$ cat src/hdl/bdc_pkg.sv
// Types, constants and small arithmetic helpers for the business day counter.
// No dependencies.
package bdc_pkg;

	typedef struct packed {
		logic [11:0] start_year;
		logic [3:0]  start_month;
		logic [4:0]  start_day;
		logic [11:0] end_year;
		logic [3:0]  end_month;
		logic [4:0]  end_day;
	} bdc_in_t;

	typedef struct packed {
		logic [20:0] working_days;
		logic        end_not_after_start;
	} bdc_out_t;

	localparam int PADDR_W = 3;
	localparam int PDATA_W = 32;
	localparam int MASK_W  = 7;
	localparam int DAY_W   = 21;

	// register index is the word address bit
	localparam logic REG_WEEKEND_MASK = 1'b0;

	localparam logic [MASK_W-1:0] MASK_RESET = 7'd96;

	// year bias of 400, minus one for the count of whole years before
	localparam logic [12:0] YEAR_BIAS_M1   = 13'd399;
	localparam logic [8:0]  DAYS_PER_YEAR  = 9'd365;
	// floor(x/25) = (x*1311) >> 15, exact for x < 2048
	localparam logic [10:0] DIV25_MUL      = 11'd1311;
	// floor(x/7) = (x*2396746) >> 24, exact for x < 2^21
	localparam logic [21:0] DIV7_MUL       = 22'd2396746;

	function automatic logic [6:0] div25(input logic [10:0] x);
		logic [21:0] prod;
		prod = {11'b0, x} * {11'b0, DIV25_MUL};
		return prod[21:15];
	endfunction

	// Cumulative days before the month; month 0 reads as January, above 12 as December.
	function automatic logic [8:0] days_before_month(input logic [3:0] m);
		logic [8:0] d;
		unique case (m)
			4'd0, 4'd1: d = 9'd0;
			4'd2:       d = 9'd31;
			4'd3:       d = 9'd59;
			4'd4:       d = 9'd90;
			4'd5:       d = 9'd120;
			4'd6:       d = 9'd151;
			4'd7:       d = 9'd181;
			4'd8:       d = 9'd212;
			4'd9:       d = 9'd243;
			4'd10:      d = 9'd273;
			4'd11:      d = 9'd304;
			default:    d = 9'd334;
		endcase
		return d;
	endfunction

	// 8 = 1 mod 7, so the octal digit sum keeps the residue.
	function automatic logic [2:0] mod7(input logic [DAY_W-1:0] x);
		logic [5:0] s;
		logic [3:0] t;
		s = '0;
		for (int i = 0; i < 7; i++) begin
			s = s + {3'b0, x[3*i +: 3]};
		end
		t = {1'b0, s[5:3]} + {1'b0, s[2:0]};
		if (t >= 4'd7) begin
			t = t - 4'd7;
		end
		return t[2:0];
	endfunction

	// Working days among r consecutive weekdays starting at weekday w.
	function automatic logic [2:0] window_count(input logic [MASK_W-1:0] work,
			input logic [2:0] w, input logic [2:0] r);
		logic [3:0] idx;
		logic [2:0] cnt;
		cnt = '0;
		for (int i = 0; i < 7; i++) begin
			idx = {1'b0, w} + 4'(i);
			if (idx >= 4'd7) begin
				idx = idx - 4'd7;
			end
			if (3'(i) < r && work[idx[2:0]]) begin
				cnt = cnt + 3'd1;
			end
		end
		return cnt;
	endfunction

endpackage

$ cat src/hdl/bdc_day_number.sv
// Two-stage day number unit: Gregorian date to linear day number, Sunday = 0 mod 7.
// Depends on bdc_pkg.
module bdc_day_number import bdc_pkg::*; (
	input  logic              clk,
	input  logic              en_s1,
	input  logic              en_s2,
	input  logic [11:0]       year,
	input  logic [3:0]        month,
	input  logic [4:0]        day,
	output logic [DAY_W-1:0]  day_num_s2
);

	logic [12:0] p;
	logic [12:0] p_s1;
	logic [6:0]  c_s1;
	logic [8:0]  dbm_s1;
	logic        late_s1;
	logic [4:0]  day_s1;
	logic        y4_s1;
	logic [9:0]  yq_s1;
	logic [6:0]  yc_s1;

	logic [10:0] yc25;
	logic        leap;
	logic [21:0] n_full;

	assign p = {1'b0, year} + YEAR_BIAS_M1;

	// stage 1: century counts and month table
	always_ff @(posedge clk) begin
		if (en_s1) begin
			p_s1    <= p;
			c_s1    <= div25(p[12:2]);
			dbm_s1  <= days_before_month(month);
			late_s1 <= (month >= 4'd3);
			day_s1  <= day;
			y4_s1   <= (year[1:0] == 2'b00);
			yq_s1   <= year[11:2];
			yc_s1   <= div25({1'b0, year[11:2]});
		end
	end

	// leap: divisible by 4, and either not by 100 or also by 400
	assign yc25 = ({4'b0, yc_s1} << 4) + ({4'b0, yc_s1} << 3) + {4'b0, yc_s1};
	assign leap = y4_s1 && (({1'b0, yq_s1} != yc25) || (yc_s1[1:0] == 2'b00));

	assign n_full = {9'b0, p_s1} * {13'b0, DAYS_PER_YEAR}
		+ {11'b0, p_s1[12:2]} - {15'b0, c_s1} + {17'b0, c_s1[6:2]}
		+ {13'b0, dbm_s1} + {21'b0, late_s1 & leap} + {17'b0, day_s1};

	always_ff @(posedge clk) begin
		if (en_s2) begin
			day_num_s2 <= n_full[DAY_W-1:0];
		end
	end

endmodule

$ cat src/hdl/business_day_counter.sv
// Business day counter: for each start/end date pair, counts the days in [start, end)
// whose weekday is not set in weekend_mask (bit 0 Sunday, reset Friday and Saturday).
// A pair is taken every clock while in_stall is low; its result passes a five-stage
// pipeline (two for day numbers, one for the span, one for the divide by seven, one for
// the weekly count) and shows on out_valid. Stalls only hold stages that are full.
// weekend_mask sits at byte address 0 and must only be written while no pair is in flight.
// Depends on bdc_pkg and bdc_day_number.
module business_day_counter import bdc_pkg::*; (
	input  logic                clk,
	input  logic                arst_n,
	input  logic                in_valid,
	output logic                in_stall,
	input  bdc_in_t             in_data,
	output logic                out_valid,
	input  logic                out_stall,
	output bdc_out_t            out_data,
	input  logic                psel,
	input  logic                penable,
	input  logic                pwrite,
	input  logic [PADDR_W-1:0]  paddr,
	input  logic [PDATA_W-1:0]  pwdata,
	output logic [PDATA_W-1:0]  prdata,
	output logic                pready
);

	logic [MASK_W-1:0] mask_q;

	logic v_s1, v_s2, v_s3, v_s4, v_s5;
	logic rdy1, rdy2, rdy3, rdy4, rdy5;

	logic [20:0] skey, ekey;
	logic flag_s1, flag_s2, flag_s3, flag_s4;

	logic [DAY_W-1:0] a_s2, b_s2;
	logic [DAY_W-1:0] len_s3;
	logic [2:0]       w_s3, w_s4, r_s4;
	logic [42:0]      prod;
	logic [18:0]      q_s4;

	logic [MASK_W-1:0] work;
	logic [2:0]        per_week;
	logic [21:0]       count;

	// configuration
	assign pready = 1'b1;

	always_ff @(posedge clk or negedge arst_n) begin
		if (!arst_n) begin
			mask_q <= MASK_RESET;
		end else if (psel && penable && pwrite && paddr[2] == REG_WEEKEND_MASK) begin
			mask_q <= pwdata[MASK_W-1:0];
		end
	end

	always_comb begin
		prdata = '0;
		unique case (paddr[2])
			REG_WEEKEND_MASK: prdata[MASK_W-1:0] = mask_q;
			default:          prdata = '0;
		endcase
	end

	// flow control: a stage loads when empty or when the next one loads
	assign rdy5 = !v_s5 || !out_stall;
	assign rdy4 = !v_s4 || rdy5;
	assign rdy3 = !v_s3 || rdy4;
	assign rdy2 = !v_s2 || rdy3;
	assign rdy1 = !v_s1 || rdy2;
	assign in_stall = !rdy1;

	always_ff @(posedge clk or negedge arst_n) begin
		if (!arst_n) begin
			v_s1 <= 1'b0;
			v_s2 <= 1'b0;
			v_s3 <= 1'b0;
			v_s4 <= 1'b0;
			v_s5 <= 1'b0;
		end else begin
			if (rdy1) v_s1 <= in_valid;
			if (rdy2) v_s2 <= v_s1;
			if (rdy3) v_s3 <= v_s2;
			if (rdy4) v_s4 <= v_s3;
			if (rdy5) v_s5 <= v_s4;
		end
	end

	assign out_valid = v_s5;

	// lexicographic compare of the raw fields
	assign skey = {in_data.start_year, in_data.start_month, in_data.start_day};
	assign ekey = {in_data.end_year, in_data.end_month, in_data.end_day};

	bdc_day_number u_start (
		.clk        (clk),
		.en_s1      (rdy1),
		.en_s2      (rdy2),
		.year       (in_data.start_year),
		.month      (in_data.start_month),
		.day        (in_data.start_day),
		.day_num_s2 (a_s2)
	);

	bdc_day_number u_end (
		.clk        (clk),
		.en_s1      (rdy1),
		.en_s2      (rdy2),
		.year       (in_data.end_year),
		.month      (in_data.end_month),
		.day        (in_data.end_day),
		.day_num_s2 (b_s2)
	);

	always_ff @(posedge clk) begin
		if (rdy1) flag_s1 <= (ekey <= skey);
		if (rdy2) flag_s2 <= flag_s1;
	end

	// stage 3: span length and starting weekday
	always_ff @(posedge clk) begin
		if (rdy3) begin
			flag_s3 <= flag_s2;
			len_s3  <= (!flag_s2 && b_s2 > a_s2) ? (b_s2 - a_s2) : '0;
			w_s3    <= mod7(a_s2);
		end
	end

	// stage 4: whole weeks and leftover days
	assign prod = {22'b0, len_s3} * {21'b0, DIV7_MUL};

	always_ff @(posedge clk) begin
		if (rdy4) begin
			flag_s4 <= flag_s3;
			q_s4    <= prod[42:24];
			r_s4    <= mod7(len_s3);
			w_s4    <= w_s3;
		end
	end

	// stage 5: weekly count plus partial week
	assign work     = ~mask_q;
	assign per_week = 3'($countones(work));
	assign count    = {3'b0, q_s4} * {19'b0, per_week}
		+ {19'b0, window_count(work, w_s4, r_s4)};

	always_ff @(posedge clk) begin
		if (rdy5) begin
			out_data.working_days        <= count[20:0];
			out_data.end_not_after_start <= flag_s4;
		end
	end

endmodule

$ cat config.mk
export PLATFORM = sky130hd
export DESIGN_NAME = business_day_counter
export DESIGN_NICKNAME = d
export VERILOG_FILES = /design/src/hdl/bdc_pkg.sv /design/src/hdl/bdc_day_number.sv /design/src/hdl/business_day_counter.sv
export SDC_FILE = /design/constraint.sdc
export NUM_CORES = 2
export LEC_CHECK = 0
export BUFFER_PORTS_ARGS = -buffer_cell sky130_fd_sc_hd__buf_2
export CAP_MARGIN = 25
export CORE_MARGIN = 4
export CORE_UTILIZATION = 44
export DETAILED_ROUTE_END_ITERATION = 16
export PLACE_DENSITY = 0.66
export SYNTH_ARGS = -nofsm -noshare
export SYNTH_HDL_FRONTEND = slang
export SYNTH_HIERARCHICAL = 1
export SYNTH_SLANG_ARGS = --single-unit
$ cat constraint.sdc
create_clock -name clk -period 8.4 [get_ports clk]
set_clock_uncertainty 0.15 [all_clocks]
set_input_delay 1.68 -clock clk [delete_from_list [all_inputs] [get_ports clk]]
set_output_delay 1.68 -clock clk [all_outputs]
set_load 0.01 [all_outputs]
==> run_results.csv <==
group,metric,value,unit
cts,post_cts.repair.setup_buffers,0,
yosys,syn_inst,3591,
yosys,synth.distinct_cells,114,
critical_path,r2r_setup_slack,0.46,ns
floorplanning,core,0.0854,mm^2
yosys,synth_flop_cell,"edfxtp_1",
yosys,netlist_area,0.0379,mm^2
placed_design,portBuffers,87,
yosys,synthArstFlopShare,5.15,%
critical_path,cp_num_cells,34,
run_status,run_status,"finished, final reports clean",
worst_hold_path,whs_path_depth,0,
critical_path,worst_path_most_repeated_cell,"ha_1",
critical_path,path_buf_inv,5,
routing,wl_per_cell,15.4,um
routing,num_vias,24400,
routing,drt-total-wl,75.1,mm
cts,clk_latency,0.58,ns
floorplanning,die_h,302,um
sta,min_period,7.94,ns
layout,drive_above_1_share,6.89,%
yosys,yosys_warnings,6,
sta,slew_headroom,33.5,%
placed_design,dpl_worst_slack,0.290,ns
cts,clock_path_buffers,3,
yosys,ys_ff_latch,233,
routing,ant_nets,0,
layout,final_area,0.0409,mm^2
critical_path,cp-start-kind,"flip-flop",
layout,area_growth,7.87,%
sta,maxSlewViolCount,0,
cts,postCtsHoldBufs,0,
global_routing,overflow,0,
routing,drc,0,
critical_path,cp_top_family,"adder cells",
placed_design,gp_congestion,0.883,
cts,cts_tree,"yes",
global_routing,track_usage,17.1,%
global_routing,grt_first_pass_wirelength,128,mm
sta,tightest_slew,0.996,ns
sta,final_hold_viol_count,0,
worst_hold_path,worstHoldPathType,"reg2reg",
cts,cts_root_buffer,"clkbuf_16",
placed_design,hpwl,63.7,mm
routing,drt_first_pass_iters,5,
global_routing,antenna_found_initial,1,
layout,stdcell_count,4886,
sta,setup_viol,0,
cts,cts.sinks,233,
routing,drt_iter0_markers,869,
critical_path,crit_arrival,8.12,ns
sta,post-route-period-util,94.6,%
cts,cts_resized,0,
floorplanning,initial_core_util,44.4,%
placed_design,dp.cells,4833,
floorplanning,rows,107,
routing,vias_per_cell,5.00,
yosys,syn_area_per_cell,10.6,um^2
cts,htreeDepth,1,
floorplanning,pin_count,141,
global_routing,grt_pass1_vias,25600,
cts,path_clk_slew,0.06,ns
cts,cts_made_buffers,29,
critical_path,reg2reg_depth,34,
floorplanning,die_w,302,um
critical_path,cpMaxStageDelayCell,"mux4_2",
sta,max_freq,126,MHz
sta,timing.final.ws_setup,0.458,ns
critical_path,setup.worst_path.end_class,"flip-flop",
global_routing,grt_max_degree,72,
yosys,synth_edf_count,221,
placed_design,placedInstanceArea,0.0399,mm^2
critical_path,slowest_delay,0.54,ns
layout,layout.nets,5096,
critical_path,critPathRequiredTime,8.58,ns
layout,antennaDiodeCount,0,
yosys,yosysSeqAreaShare,18.3,%
sta,setup_tns,0,ns
sta,rsz0062_at_grt,"false",
floorplanning,fp.dieArea,0.0910,mm^2
job,drv_cap,0,
critical_path,crit_fanout,5,
critical_path,critPathKind,"reg2reg",
## cell usage in the layout, fill, tap and decap left out, drive strengths merged, types with 9 or more instances in the layout
master  count
a211oi     24
a21boi     13
a21o       70
a21oi     126
a31oi      14
and2        9
and3       15
buf       124
clkbuf     35
conb       26
dfrtp      10
edfxtp    221
fa        429
ha        863
inv       844
mux2       18
mux2i      37
nand2      74
nand2b     64
nand3      30
nand4      30
nor2       92
nor2b      50
nor3       46
o211ai     13
o21a       32
o21ai      72
o21bai     13
o31ai      11
or3        18
xnor2     123
xor2       71
## final cells by class
cell class | count | area, um^2
fillers | 7926 | 44500
inverters | 842 | 3160
well taps | 1144 | 1430
clock inverters | 18 | 274
flip-flops and latches | 233 | 6940
clock buffers | 35 | 748
repair buffers | 124 | 733
multi-input cells | 2490 | 27600
## worst paths after layout
kind / start / endpoint
worst max register to register: w_s4[0] / out_data[16]
worst min-delay path: w_s3[0] / w_s4[0]
max in group asynchronous: arst_n / mask_q[5]
worst min register to register: w_s3[0] / w_s4[0]
min in group asynchronous: arst_n / mask_q[2]
worst max-delay path: w_s4[0] / out_data[16]
## Yosys cell counts (all sizes together) (4+ instances only)
master,count,area share (%)
o21ai,72,0.97
o311ai,7,0.16
dfrtp,10,0.66
a211oi,24,0.55
nor2,92,0.92
o211a,5,0.13
a21o,70,1.4
xnor2,123,3.0
a21boi,13,0.27
a211o,4,0.092
a2111oi,8,0.20
nand3,30,0.41
inv,842,8.3
nand2,74,0.75
nand4,30,0.49
clkbuf,15,0.18
ha,863,28
o22ai,4,0.066
o221ai,5,0.13
o2111ai,5,0.12
edfxtp,221,17
o31ai,11,0.27
o211ai,13,0.28
nor3b,8,0.20
mux2,18,0.54
a21oi,126,1.8
mux2i,37,0.98
nor3,46,0.61
xor2,71,1.8
buf,35,0.65
and3,15,0.25
o21a,32,0.65
nor4,6,0.099
o41ai,4,0.092
nand2b,64,1.1
fa,429,23
a221oi,4,0.092
nor2b,50,0.84
o21bai,13,0.26
and2,9,0.15
a31oi,14,0.27
or3,18,0.30
## kinds of logic after synthesis
family	count (synthesis)	synth area share (%)
simple gates	460	6.53
buf+inv	892	9.16
compound gates	458	8.42
other cells	2	0.0198
mux	58	1.71
fa+ha+maj	1294	51.1
flops	233	18.3
xor+xnor	194	4.74
## per-stage QoR
stage,utilization (%),hold WS (ns)
finish,47.9,0.273
global route,47.9,0.287
CTS,47.9,0.275
detailed placement,46.7,0.260
global placement,46.7,0.258
floorplan,-,0.250
## layer usage
layer / global-route usage (%) / part of all wire, %
met5: 0 / 0
met3: 1.58 / 3.1
met4: 3.17 / 1.9
met1: 22.6 / 45
met2: 30.8 / 50
## registers in the layout, indices dropped and copies added (netlist names), 6 cells and up
signal              cells
u_end/dbm_s1            9
u_start/dbm_s1          9
mask_q                  7
out_data               22
len_s3                 21
u_start/day_num_s2     21
u_end/p_s1             13
q_s4                   19
u_start/yc_s1           6
u_end/yq_s1            10
u_start/c_s1            7
u_start/p_s1           13
u_end/day_num_s2       21
u_end/c_s1              7
u_end/yc_s1             6
u_start/yq_s1          10
Power is not shown: default switching activity piles up to over one toggle a cycle in this logic, so the estimate is an artifact.
